File: config.mk
export PLATFORM = sky130hd
export DESIGN_NAME = vendor_action_frame_classifier
export DESIGN_NICKNAME = d
export VERILOG_FILES = /design/src/rtl/core/vafc_pkg.sv /design/src/rtl/core/vafc_frame_track.sv /design/src/rtl/core/vafc_verdict.sv /design/src/rtl/core/vendor_action_frame_classifier.sv
export SDC_FILE = /design/constraint.sdc
export NUM_CORES = 1
export LEC_CHECK = 0
export BUFFER_PORTS_ARGS = -buffer_cell sky130_fd_sc_hd__buf_2
export CORE_ASPECT_RATIO = 1.5
export CORE_MARGIN = 2
export CORE_UTILIZATION = 52
export CTS_CLUSTER_SIZE = 16
export DETAILED_ROUTE_END_ITERATION = 7
export MAX_ROUTING_LAYER = met4
export PLACE_DENSITY = 0.84
export SETUP_SLACK_MARGIN = 0.15
export SLEW_MARGIN = 20
export SYNTH_ARGS = -nofsm -noshare
export SYNTH_HDL_FRONTEND = slang
export SYNTH_SLANG_ARGS = --single-unit
File: constraint.sdc
create_clock -name clk -period 4.9 [get_ports clk]
set_input_delay 0.49 -clock clk [delete_from_list [all_inputs] [get_ports clk]]
set_output_delay 0.49 -clock clk [all_outputs]
set_load 0.01 [all_outputs]
File: src/rtl/core/vafc_pkg.sv
// Types and constants for the vendor action frame classifier.
// Used by the tracker, verdict and top-level modules; no dependencies.
package vafc_pkg;

  typedef enum logic [0:0] {
    REG_CAPTURE_ENABLE = 1'b0,
    REG_RADIO_CHANNEL  = 1'b1
  } cfg_reg_t;

  localparam logic [15:0] HDR_LEN     = 16'd30;
  localparam logic [15:0] PAYLOAD_SEQ = 16'd31;
  localparam logic [15:0] POS_MAX     = 16'hFFFF;
  localparam logic [7:0]  KIND_CHAT   = 8'h01;
  localparam logic [7:0]  KIND_VOICE  = 8'h02;

  typedef struct packed {
    logic       check;
    logic [7:0] want;
  } hdr_chk_t;

  typedef struct packed {
    logic        header_ok;
    logic [47:0] dst;
    logic [47:0] src;
    logic [7:0]  first;
    logic [7:0]  second;
    logic [15:0] len;
  } frame_sum_t;

  // Fixed header bytes: action frame, vendor category, OUI, type.
  function automatic hdr_chk_t expected_at(input logic [15:0] pos);
    hdr_chk_t r;
    r.check = 1'b1;
    case (pos)
      16'd0:   r.want = 8'hD0;
      16'd24:  r.want = 8'h7F;
      16'd25:  r.want = 8'h18;
      16'd26:  r.want = 8'hFE;
      16'd27:  r.want = 8'h34;
      16'd28:  r.want = 8'h04;
      default: begin
        r.check = 1'b0;
        r.want  = 8'h00;
      end
    endcase
    return r;
  endfunction

endpackage

File: src/rtl/core/vafc_frame_track.sv
// Per-frame tracker: byte position, header match, address and payload capture.
// Depends on vafc_pkg.
module vafc_frame_track (
  input  logic                  clk,
  input  logic                  rst,
  input  logic                  advance,
  input  logic [7:0]            data,
  input  logic                  last,
  output vafc_pkg::frame_sum_t  sum
);

  logic [15:0] pos;
  logic        header_ok;
  logic [47:0] dst;
  logic [47:0] src;
  logic [7:0]  first;
  logic [7:0]  second;

  vafc_pkg::hdr_chk_t chk;

  always_comb begin
    chk           = vafc_pkg::expected_at(pos);
    sum.header_ok = header_ok & ~(chk.check & (data != chk.want));
    sum.dst       = (pos >= 16'd4 && pos <= 16'd9) ? {dst[39:0], data} : dst;
    sum.src       = (pos >= 16'd10 && pos <= 16'd15) ? {src[39:0], data} : src;
    sum.first     = (pos == vafc_pkg::HDR_LEN) ? data : first;
    sum.second    = (pos == vafc_pkg::PAYLOAD_SEQ) ? data : second;
    sum.len       = (pos == vafc_pkg::POS_MAX) ? vafc_pkg::POS_MAX : pos + 16'd1;
  end

  always_ff @(posedge clk) begin
    if (rst) begin
      pos       <= '0;
      header_ok <= 1'b1;
      dst       <= '0;
      src       <= '0;
      first     <= '0;
      second    <= '0;
    end else if (advance) begin
      if (last) begin
        pos       <= '0;
        header_ok <= 1'b1;
        dst       <= '0;
        src       <= '0;
        first     <= '0;
        second    <= '0;
      end else begin
        pos       <= sum.len;
        header_ok <= sum.header_ok;
        dst       <= sum.dst;
        src       <= sum.src;
        first     <= sum.first;
        second    <= sum.second;
      end
    end
  end

endmodule

File: src/rtl/core/vafc_verdict.sv
// Verdict and result register: accept decision, ring head/count, total counter.
// Depends on vafc_pkg.
module vafc_verdict #(
  parameter int RING_ENTRIES = 64,
  parameter int RAW_LIMIT    = 300,
  parameter int SLOT_W       = (RING_ENTRIES > 1) ? $clog2(RING_ENTRIES) : 1,
  parameter int COUNT_W      = $clog2(RING_ENTRIES + 1),
  parameter int LEN_W        = $clog2(RAW_LIMIT + 1)
) (
  input  logic                 clk,
  input  logic                 rst,
  input  logic                 fire,
  input  vafc_pkg::frame_sum_t sum,
  input  logic                 mgmt,
  input  logic signed [7:0]    rssi,
  input  logic                 capture_enable,
  input  logic [3:0]           radio_channel,
  input  logic                 result_stall,
  output logic                 result_valid,
  output logic                 accepted,
  output logic [47:0]          source_mac,
  output logic [47:0]          dest_mac,
  output logic [LEN_W-1:0]     stored_length,
  output logic [1:0]           payload_kind,
  output logic [7:0]           payload_seq,
  output logic [3:0]           channel_out,
  output logic signed [7:0]    rssi_out,
  output logic [SLOT_W-1:0]    ring_slot,
  output logic [COUNT_W-1:0]   held_count,
  output logic [31:0]          total_frames
);

  logic [SLOT_W-1:0]  head;
  logic [SLOT_W-1:0]  head_next;
  logic [COUNT_W-1:0] count;
  logic [COUNT_W-1:0] count_next;
  logic [31:0]        total;
  logic [31:0]        total_next;
  logic               ok;
  logic [LEN_W-1:0]   stored;
  logic [1:0]         kind;
  logic [7:0]         seq;

  always_comb begin
    ok = capture_enable & mgmt & sum.header_ok & (sum.len >= vafc_pkg::HDR_LEN);
    stored = (sum.len >= 16'(RAW_LIMIT)) ? LEN_W'(RAW_LIMIT) : sum.len[LEN_W-1:0];
    kind = 2'd0;
    if (sum.len > vafc_pkg::HDR_LEN) begin
      if (sum.first == vafc_pkg::KIND_CHAT) kind = 2'd1;
      else if (sum.first == vafc_pkg::KIND_VOICE) kind = 2'd2;
    end
    seq = (sum.len > vafc_pkg::PAYLOAD_SEQ && kind != 2'd0) ? sum.second : 8'd0;
    head_next  = (head == SLOT_W'(RING_ENTRIES - 1)) ? '0 : head + 1'b1;
    count_next = (count < COUNT_W'(RING_ENTRIES)) ? count + 1'b1 : count;
    total_next = total + 32'd1;
  end

  always_ff @(posedge clk) begin
    if (rst) begin
      head         <= '0;
      count        <= '0;
      total        <= '0;
      result_valid <= 1'b0;
    end else begin
      if (fire) begin
        result_valid <= 1'b1;
      end else if (!result_stall) begin
        result_valid <= 1'b0;
      end
      if (fire && ok) begin
        head  <= head_next;
        count <= count_next;
        total <= total_next;
      end
    end
  end

  always_ff @(posedge clk) begin
    if (fire) begin
      accepted      <= ok;
      source_mac    <= ok ? sum.src : '0;
      dest_mac      <= ok ? sum.dst : '0;
      stored_length <= ok ? stored : '0;
      payload_kind  <= ok ? kind : '0;
      payload_seq   <= ok ? seq : '0;
      channel_out   <= ok ? radio_channel : '0;
      rssi_out      <= ok ? rssi : '0;
      ring_slot     <= ok ? head : '0;
      held_count    <= ok ? count_next : '0;
      total_frames  <= ok ? total_next : '0;
    end
  end

endmodule

File: src/rtl/core/vendor_action_frame_classifier.sv
// Top level of the vendor action frame classifier: input register, config
// registers, frame tracker and verdict stage. Depends on vafc_pkg and submodules.
//
//   channel   handshake                   payload
//   frame     frame_valid / frame_stall   frame_byte frame_end mgmt_class signal_level
//   result    result_valid / result_stall accepted .. total_frames
//   config    cfg_we                      cfg_index cfg_data
//
// One byte request per cycle unless a final byte waits on a stalled result. A byte
// is held in the input register; the verdict register holds the result.
// Only a final byte waits on a stalled result; other bytes keep flowing.
// Reset is synchronous; it clears control state and counters, disables capture and sets the radio channel to 1.
module vendor_action_frame_classifier #(
  parameter int RING_ENTRIES = 64,
  parameter int RAW_LIMIT    = 300,
  parameter int SLOT_W       = (RING_ENTRIES > 1) ? $clog2(RING_ENTRIES) : 1,
  parameter int COUNT_W      = $clog2(RING_ENTRIES + 1),
  parameter int LEN_W        = $clog2(RAW_LIMIT + 1)
) (
  input  logic                clk,
  input  logic                rst,
  input  logic                cfg_we,
  input  logic [0:0]          cfg_index,
  input  logic [3:0]          cfg_data,
  input  logic                frame_valid,
  output logic                frame_stall,
  input  logic [7:0]          frame_byte,
  input  logic                frame_end,
  input  logic                mgmt_class,
  input  logic signed [7:0]   signal_level,
  output logic                result_valid,
  input  logic                result_stall,
  output logic                accepted,
  output logic [47:0]         source_mac,
  output logic [47:0]         dest_mac,
  output logic [LEN_W-1:0]    stored_length,
  output logic [1:0]          payload_kind,
  output logic [7:0]          payload_seq,
  output logic [3:0]          channel_out,
  output logic signed [7:0]   rssi_out,
  output logic [SLOT_W-1:0]   ring_slot,
  output logic [COUNT_W-1:0]  held_count,
  output logic [31:0]         total_frames
);

  logic                 capture_enable;
  logic [3:0]           radio_channel;
  logic                 s1_valid;
  logic [7:0]           s1_byte;
  logic                 s1_end;
  logic                 s1_mgmt;
  logic signed [7:0]    s1_rssi;
  logic                 go;
  logic                 load;
  vafc_pkg::frame_sum_t sum;

  always_ff @(posedge clk) begin
    if (rst) begin
      capture_enable <= 1'b0;
      radio_channel  <= 4'd1;
    end else if (cfg_we) begin
      case (vafc_pkg::cfg_reg_t'(cfg_index))
        vafc_pkg::REG_CAPTURE_ENABLE: capture_enable <= cfg_data[0];
        vafc_pkg::REG_RADIO_CHANNEL:  radio_channel  <= cfg_data;
        default: ;
      endcase
    end
  end

  // final byte needs room in the result register
  assign go          = s1_valid & (~s1_end | ~result_valid | ~result_stall);
  assign frame_stall = s1_valid & ~go;
  assign load        = frame_valid & ~frame_stall;

  always_ff @(posedge clk) begin
    if (rst) begin
      s1_valid <= 1'b0;
    end else if (load) begin
      s1_valid <= 1'b1;
    end else if (go) begin
      s1_valid <= 1'b0;
    end
  end

  always_ff @(posedge clk) begin
    if (load) begin
      s1_byte <= frame_byte;
      s1_end  <= frame_end;
      s1_mgmt <= mgmt_class;
      s1_rssi <= signal_level;
    end
  end

  vafc_frame_track u_track (
    .clk     (clk),
    .rst     (rst),
    .advance (go),
    .data    (s1_byte),
    .last    (s1_end),
    .sum     (sum)
  );

  vafc_verdict #(
    .RING_ENTRIES (RING_ENTRIES),
    .RAW_LIMIT    (RAW_LIMIT),
    .SLOT_W       (SLOT_W),
    .COUNT_W      (COUNT_W),
    .LEN_W        (LEN_W)
  ) u_verdict (
    .clk            (clk),
    .rst            (rst),
    .fire           (go & s1_end),
    .sum            (sum),
    .mgmt           (s1_mgmt),
    .rssi           (s1_rssi),
    .capture_enable (capture_enable),
    .radio_channel  (radio_channel),
    .result_stall   (result_stall),
    .result_valid   (result_valid),
    .accepted       (accepted),
    .source_mac     (source_mac),
    .dest_mac       (dest_mac),
    .stored_length  (stored_length),
    .payload_kind   (payload_kind),
    .payload_seq    (payload_seq),
    .channel_out    (channel_out),
    .rssi_out       (rssi_out),
    .ring_slot      (ring_slot),
    .held_count     (held_count),
    .total_frames   (total_frames)
  );

endmodule

==> impl_metrics.ini, run 1 <==
[sta]
slew_headroom_pct = 34.3
slew_violations = 0
finalHoldViolCount = 0
setup_viol_count_final = 0
fin_ws_ps = 1010
tightest_slew_ps = 982
fin_crit_sh_pct = 79.3
grt_setup_unrepaired = false
finalCriticalPeriod_ps = 3890
timing.fmax_ghz = 0.257
clock_skew_ps = 24.2
tns_ps = 0

[routing]
drt_iter0_drc = 1238
route.met3.wl_um = 2460
drtAntennaViolNets = 0
vias = 12900
remaining_drc_errors = 0
finalWirelength_um = 39700
dr.max_layer_used = met4
met1_length_um = 15200
wl_per_cell_um = 18.1
viasPerCell = 5.88
wl_met2_um = 20200
drtPass1Iterations = 7

[global_route]
track_usage_pct = 24.6
overflow = 0
antenna_found_initial = 5
grt_pass1_wl_um = 62200
first_global_vias = 11900
grt_max_degree = 112

[setup_path]
reg2reg_depth = 9
cp_num_cells = 9
path_max_fanout = 111
endpoint_kind = flip-flop
critPathKind = flip-flop to flip-flop
critPathSlowestCell = nor4_1
rrSetupSlack_ps = 1010
crit_path_max_incr_delay_ps = 800
arrival_ps = 4180
start_kind = flip-flop
critPathBufInv = 1
crit_family = simple AND/OR/NAND/NOR gates
worst-endpoint-required_ps = 5200
cp_cell_sequence = nor4_1 -> nand3b_1 -> a211o_1 -> xor2_1 -> o211ai_1 -> o311a_2 -> or3_4 -> buf_12 -> a2111oi_1

[layout]
nets = 1794
layout_commonest_cell = nand2_1
syn2layout_area_growth_pct = 15.2
final_area_sq_um = 18500
layout_common_cells = nand2_1, buf_2, nor2_1
fin_util_pct = 61.0
drive_gt1_share_pct = 17.6

[die]
start_util_pct = 52.9
die-area_sq_um = 32200
coreArea_sq_um = 30300
rows = 78
fp.dieW_um = 147
ios = 203
die_h_um = 219

[clock_tree]
cts.sinks = 372
htree_levels = 2
path_clk_slew_ps = 70
cts_resized = 0
cts-hold-fix-buffers = 0
clockBufferDepth = 3
clk-insertion-delay-late_ps = 530
cts_buffers = 36
cts_tree = done
postCtsSetupBuffers = 0
cts-root-buf = clkbuf_16

[logic_synthesis]
synthesis.area_sq_um = 16000
synth_seq_cells = 372
seq_area_frac_synth_pct = 58.4
avgSynthCellArea_sq_um = 9.90
ys_warn_count = 0
synth_enable_flop_cells = 191
synthCells = 1618
async_flop_share_pct = 0
yosysUniqueCellTypes = 60
synth_fp_nets = 1653
synthFlopType = edfxtp_1

[status]
status = finished, final reports clean

[min_path]
whs_path_depth = 1
min_path_type = input port to flip-flop

[flow_run]
maxCapViolCount = 0

[placed_design]
dpl_cell_area_sq_um = 17300
pre_cts_ws_ps = 1070
place_hpwl_um = 25600
io_buffer_count = 202
gp_congestion = 0.924

[power_and_ir_drop]
power_density_nw_per_um2 = 329
p_total_mw = 6.08
max-vdd-ir-drop_mv = 0.266
p_leak_nw = 6.68
[per-stage QoR]
stage / hold slack, ps / std cells
6_report: 135 / 2192
5_1_grt: 119 / 2191
4_1_cts: 112 / 2186
3_5_place_dp: 444 / 2121
3_3_place_gp: 440 / 2120
2_1_floorplan: 427 / 1618
[state kept, by name (all words and copies together) (netlist names), 9 cells and up]
register	count
u_track.dst	48
u_track.src	48
u_verdict.dest_mac	48
u_verdict.source_mac	48
u_verdict.total	32
u_verdict.total_frames	32
u_track.pos	16
u_verdict.stored_length	9
[where the power goes]
| group | switching [mW] | internal, mW | total [mW] |
|---|---|---|---|
| Sequential | 0.0181 | 3.28 | 3.30 |
| Clock | 1.15 | 1.47 | 2.63 |
| Combinational | 0.118 | 0.0371 | 0.155 |
| Total | 1.29 | 4.79 | 6.08 |
[final cells by class]
| cell class | count | area [sq um] |
|---|---|---|
| Fill cell | 2415 | 11800 |
| Sequential cell | 372 | 9360 |
| Multi-Input combinational cell | 1103 | 6140 |
| Timing Repair Buffer | 225 | 1250 |
| Clock buffer | 49 | 983 |
| Tap cell | 400 | 500 |
| Clock inverter | 16 | 126 |
| Inverter | 21 | 82.6 |
| Antenna cell | 6 | 15.0 |
[routing by layer]
layer / global-route usage [%] / vias to the layer above
li1: - / 6111
met1: 28.9 / 6176
met2: 41.2 / 488
met3: 4.43 / 114
met4: 11.7 / 0
met5: - / -
[synth_stat cells, drive strengths merged (4+ instances only)]
| library cell | n | area (sq um) |
|---|---|---|
| nor3b | 5 | 48.8 |
| dfxtp | 181 | 3620 |
| mux2 | 10 | 113 |
| nor3 | 25 | 125 |
| a2111oi | 8 | 81.3 |
| o21ai | 20 | 104 |
| xnor2 | 17 | 149 |
| or2 | 7 | 43.8 |
| inv | 20 | 75.1 |
| a21oi | 157 | 786 |
| xor2 | 28 | 245 |
| and4 | 4 | 35.0 |
| edfxtp | 191 | 5740 |
| nor2b | 22 | 138 |
| clkbuf | 92 | 345 |
| buf | 30 | 146 |
| nand3 | 37 | 185 |
| or3 | 9 | 56.3 |
| o31ai | 34 | 255 |
| a22oi | 118 | 886 |
| ha | 7 | 87.6 |
| nand4 | 15 | 93.8 |
| nor2 | 197 | 739 |
| or4 | 36 | 274 |
| nor4 | 11 | 68.8 |
| and3 | 24 | 150 |
| a31oi | 12 | 75.1 |
| nand2 | 241 | 905 |
| and2 | 23 | 144 |
[final timing paths]
check	startpoint	end
setup / recovery	u_track.pos[5]$_SDFFE_PP0P_	u_verdict.payload_seq[5]$_SDFFCE_PN0P_
hold / removal	signal_level[7]	s1_rssi[7]$_DFFE_PP_
setup reg to reg	u_track.pos[5]$_SDFFE_PP0P_	u_verdict.payload_seq[5]$_SDFFCE_PN0P_
hold reg to reg	radio_channel[2]$_SDFFE_PP0P_	radio_channel[2]$_SDFFE_PP0P_
[cells by family (layout without fill, tap and decap cells)]
logic type | after synthesis | count (layout) | synth area share, %
XOR/XNOR | 45 | 45 | 2.46
adder cells (fa/ha/maj) | 7 | 7 | 0.547
AO/OA/AOI/OAI | 372 | 372 | 14.8
other | 0 | 6 | 0
AND/OR/NAND/NOR | 666 | 666 | 19.3
flip-flops | 372 | 372 | 58.4
buffers and inverters | 143 | 311 | 3.56
multiplexers | 13 | 13 | 0.891
No activity file was read; power rests on OpenSTA's default activity.
==> inputs of run 2 (changes only) <==
Settings changed: ABC_AREA from default to 1, CORE_UTILIZATION 52 to 58, PLACE_DENSITY 0.84 to 0.88.
Clock period 4.9 ns to 3.7 ns, I/O delays scaled along.
==> run 2 against run 1 <==
Sequential cell count is the same. Die area shrank 6.4%. Hold slack lost 120 ps. Maximum frequency grew 25%. Largest power group unchanged. Cell count grew 18%. Clock power grew 37%. Non-clock buffer count grew 3. Utilization grew 6.1 points. Largest cell class unchanged. Via count grew 9.7%. Power grew 35%. Synthesized area grew 4.3%. Critical path depth grew 5.
==> impl_metrics.ini, run 2 <==
[logic_synthesis]
synth_seq_cells = 372
yosysMostFrequentCell = nand2_1
yosysUniqueCellTypes = 39
seq_area_frac_synth_pct = 56.1
synthCells = 2044
avgSynthCellArea_sq_um = 8.17
synth_fp_nets = 2079
yosys-top-cells-count = nand2_1, a21oi_1, nor2_1, inv_1, edfxtp_1
synth_enable_flop_cells = 191
synthFlopType = edfxtp_1
synth_top_area_share_pct = 34.3
async_flop_share_pct = 0
yosys.area.top_type = edfxtp_1
yosys-top-cells-area = edfxtp_1, dfxtp_1, nand2_1, a21oi_1, nor2_1
ys_warn_count = 0
synthesis.area_sq_um = 16700

[power_and_ir_drop]
p_leak_nw = 8.11
p_sw_mw = 1.75
netSwitchingFraction_pct = 21.4
clockPowerShare_pct = 44.1
p_total_mw = 8.18
power_density_nw_per_um2 = 427
p_int_mw = 6.43
p_comb_share_pct = 2.7
max-vdd-ir-drop_mv = 0.332
seqPwrFrac_pct = 53.2

[routing]
met1_length_um = 14900
vias = 14100
finalWirelength_um = 40500
viasPerCell = 5.46
route.met3.wl_um = 2380
drtPass1Iterations = 6
drtAntennaViolNets = 0
drt_iter0_drc = 1292
remaining_drc_errors = 0
wl_met2_um = 21400
wl_per_cell_um = 15.7
dr.max_layer_used = met4

[layout]
final_area_sq_um = 19100
nets = 2244
num_antenna_cells = 0
layout_commonest_cell = nand2_1
layout_common_cells = nand2_1, a21oi_1, inv_1, nor2_1, buf_2
syn2layout_area_growth_pct = 14.7
n_fill_cell = 2160
drive_gt1_share_pct = 13.9
final_cells = 2587
fin_util_pct = 67.1

[sta]
tns_ps = 0
clock_skew_ps = 21.6
setup_viol_count_final = 0
timing.fmax_ghz = 0.321
fin_hold_ws_ps = 15.3
fin_ws_ps = 582
slew_headroom_pct = 30.0
fin_crit_sh_pct = 84.3
finalHoldViolCount = 0
grt_setup_unrepaired = false
finalCriticalPeriod_ps = 3120
tightest_slew_ps = 1050
slew_violations = 0

[die]
start_util_pct = 58.5
fp.dieW_um = 143
ios = 203
die-area_sq_um = 30200
die_h_um = 212
rows = 76
coreArea_sq_um = 28500

[global_route]
overflow = 0
antenna_found_initial = 0
first_global_vias = 13600
track_usage_pct = 27.5
grt_max_degree = 121
grt_pass1_wl_um = 64700

[clock_tree]
cts-hold-fix-buffers = 9
clk-insertion-delay-late_ps = 540
clockBufferDepth = 3
htree_levels = 2
cts_tree = done
postCtsSetupBuffers = 0
cts-root-buf = clkbuf_16
cts_buffers = 35
cts.sinks = 372
path_clk_slew_ps = 70
cts_resized = 0

[setup_path]
reg2reg_from = u_track.pos[0]$_SDFFE_PP0P_
critPathCapture = u_verdict.dest_mac[33]$_SDFFCE_PN0P_
rrSetupSlack_ps = 580
start_kind = flip-flop
path_max_fanout = 30
endpoint_kind = flip-flop
critPathKind = flip-flop to flip-flop
worst-endpoint-required_ps = 4060
r2r-end = u_verdict.dest_mac[33]$_SDFFCE_PN0P_
startpoint = u_track.pos[0]$_SDFFE_PP0P_
arrival_ps = 3480
reg2reg_depth = 14

[flow_run]
maxCapViolCount = 0

[min_path]
min_path_type = input port to flip-flop
min-delay-start = frame_byte[3]

[placed_design]
io_buffer_count = 202
place_hpwl_um = 26200
pre_cts_ws_ps = 704
dpl_cell_area_sq_um = 17900
gp_congestion = 0.917
dpl.cell_count = 2514

[status]
status = finished, final reports clean
## run 2: changes by cell type in the layout (fill, tap and decap cells not counted), moves of 11 or more
| cell | delta |
|---|---|
| xnor2_1 | -14 |
| o21ai_0 | +62 |
| a31oi_1 | -11 |
| nand4_1 | +16 |
| a22oi_1 | -118 |
| nor2_1 | +11 |
| nor2b_1 | -22 |
| and2_1 | -21 |
| inv_1 | +186 |
| o31ai_1 | -34 |
| and3_1 | -23 |
| a21oi_1 | +66 |
| nand2_1 | +418 |
| or4_1 | -35 |
## run 2: power by group through the flow
stage / logic [mW] / registers [mW] / clock network (mW)
after CTS: 0.217 / 4.36 / 3.65
after floorplan: 0.124 / 4.45 / 0
after detailed placement: 0.208 / 4.45 / 0
after global placement: 0.204 / 4.45 / 0
final: 0.220 / 4.36 / 3.61
after global routing: 0.237 / 4.36 / 3.79
## run 2: worst min-delay path by stage
stage / end / cells after the start
global placement: radio_channel[3]$_SDFFE_PP0P_ / 2
detailed placement: radio_channel[1]$_SDFFE_PP0P_ / 2
global route: s1_byte[7]$_DFFE_PP_ / 1
floorplan: radio_channel[1]$_SDFFE_PP0P_ / 2
CTS: s1_byte[6]$_DFFE_PP_ / 1
finish: s1_byte[3]$_DFFE_PP_ / 1
## run 2: metal layers
| metal | up-vias | track usage (%) |
|---|---|---|
| met3 | 121 | 3.98 |
| met2 | 563 | 48.5 |
| met5 | - | - |
| met1 | 6566 | 30.1 |
| li1 | 6884 | - |
| met4 | 0 | 13.8 |
## run 2: logic make-up after synthesis
kind of cell	synth area share, %
simple gates	24.3
compound gates	9.48
buf+inv	7.49
flops	56.1
fa+ha+maj	0.525
xor+xnor	2.15
## run 2: worst max-delay path: stages (launching register included)
cell,delay (ps)
dfxtp_1,350
inv_1,160
ha_1,230
nand3_1,90
nor2_1,210
nand2_2,160
xor2_1,170
nor2_1,110
nand3_1,130
nor2_1,110
nor2_1,80
nor2_4,340
nand2_4,270
buf_4,320
a21oi_1,190
## run 2: layout make-up
class                      count  area [sq um]  area share, %
sequential                   372          9360           48.9
multi-input combinational   1359          6110           31.9
timing repair buffer         228          1290           6.76
clock buffer                  46           948           4.95
inverter                     213           805           4.20
tap                          351           439           2.29
clock inverter                18           191           1.00
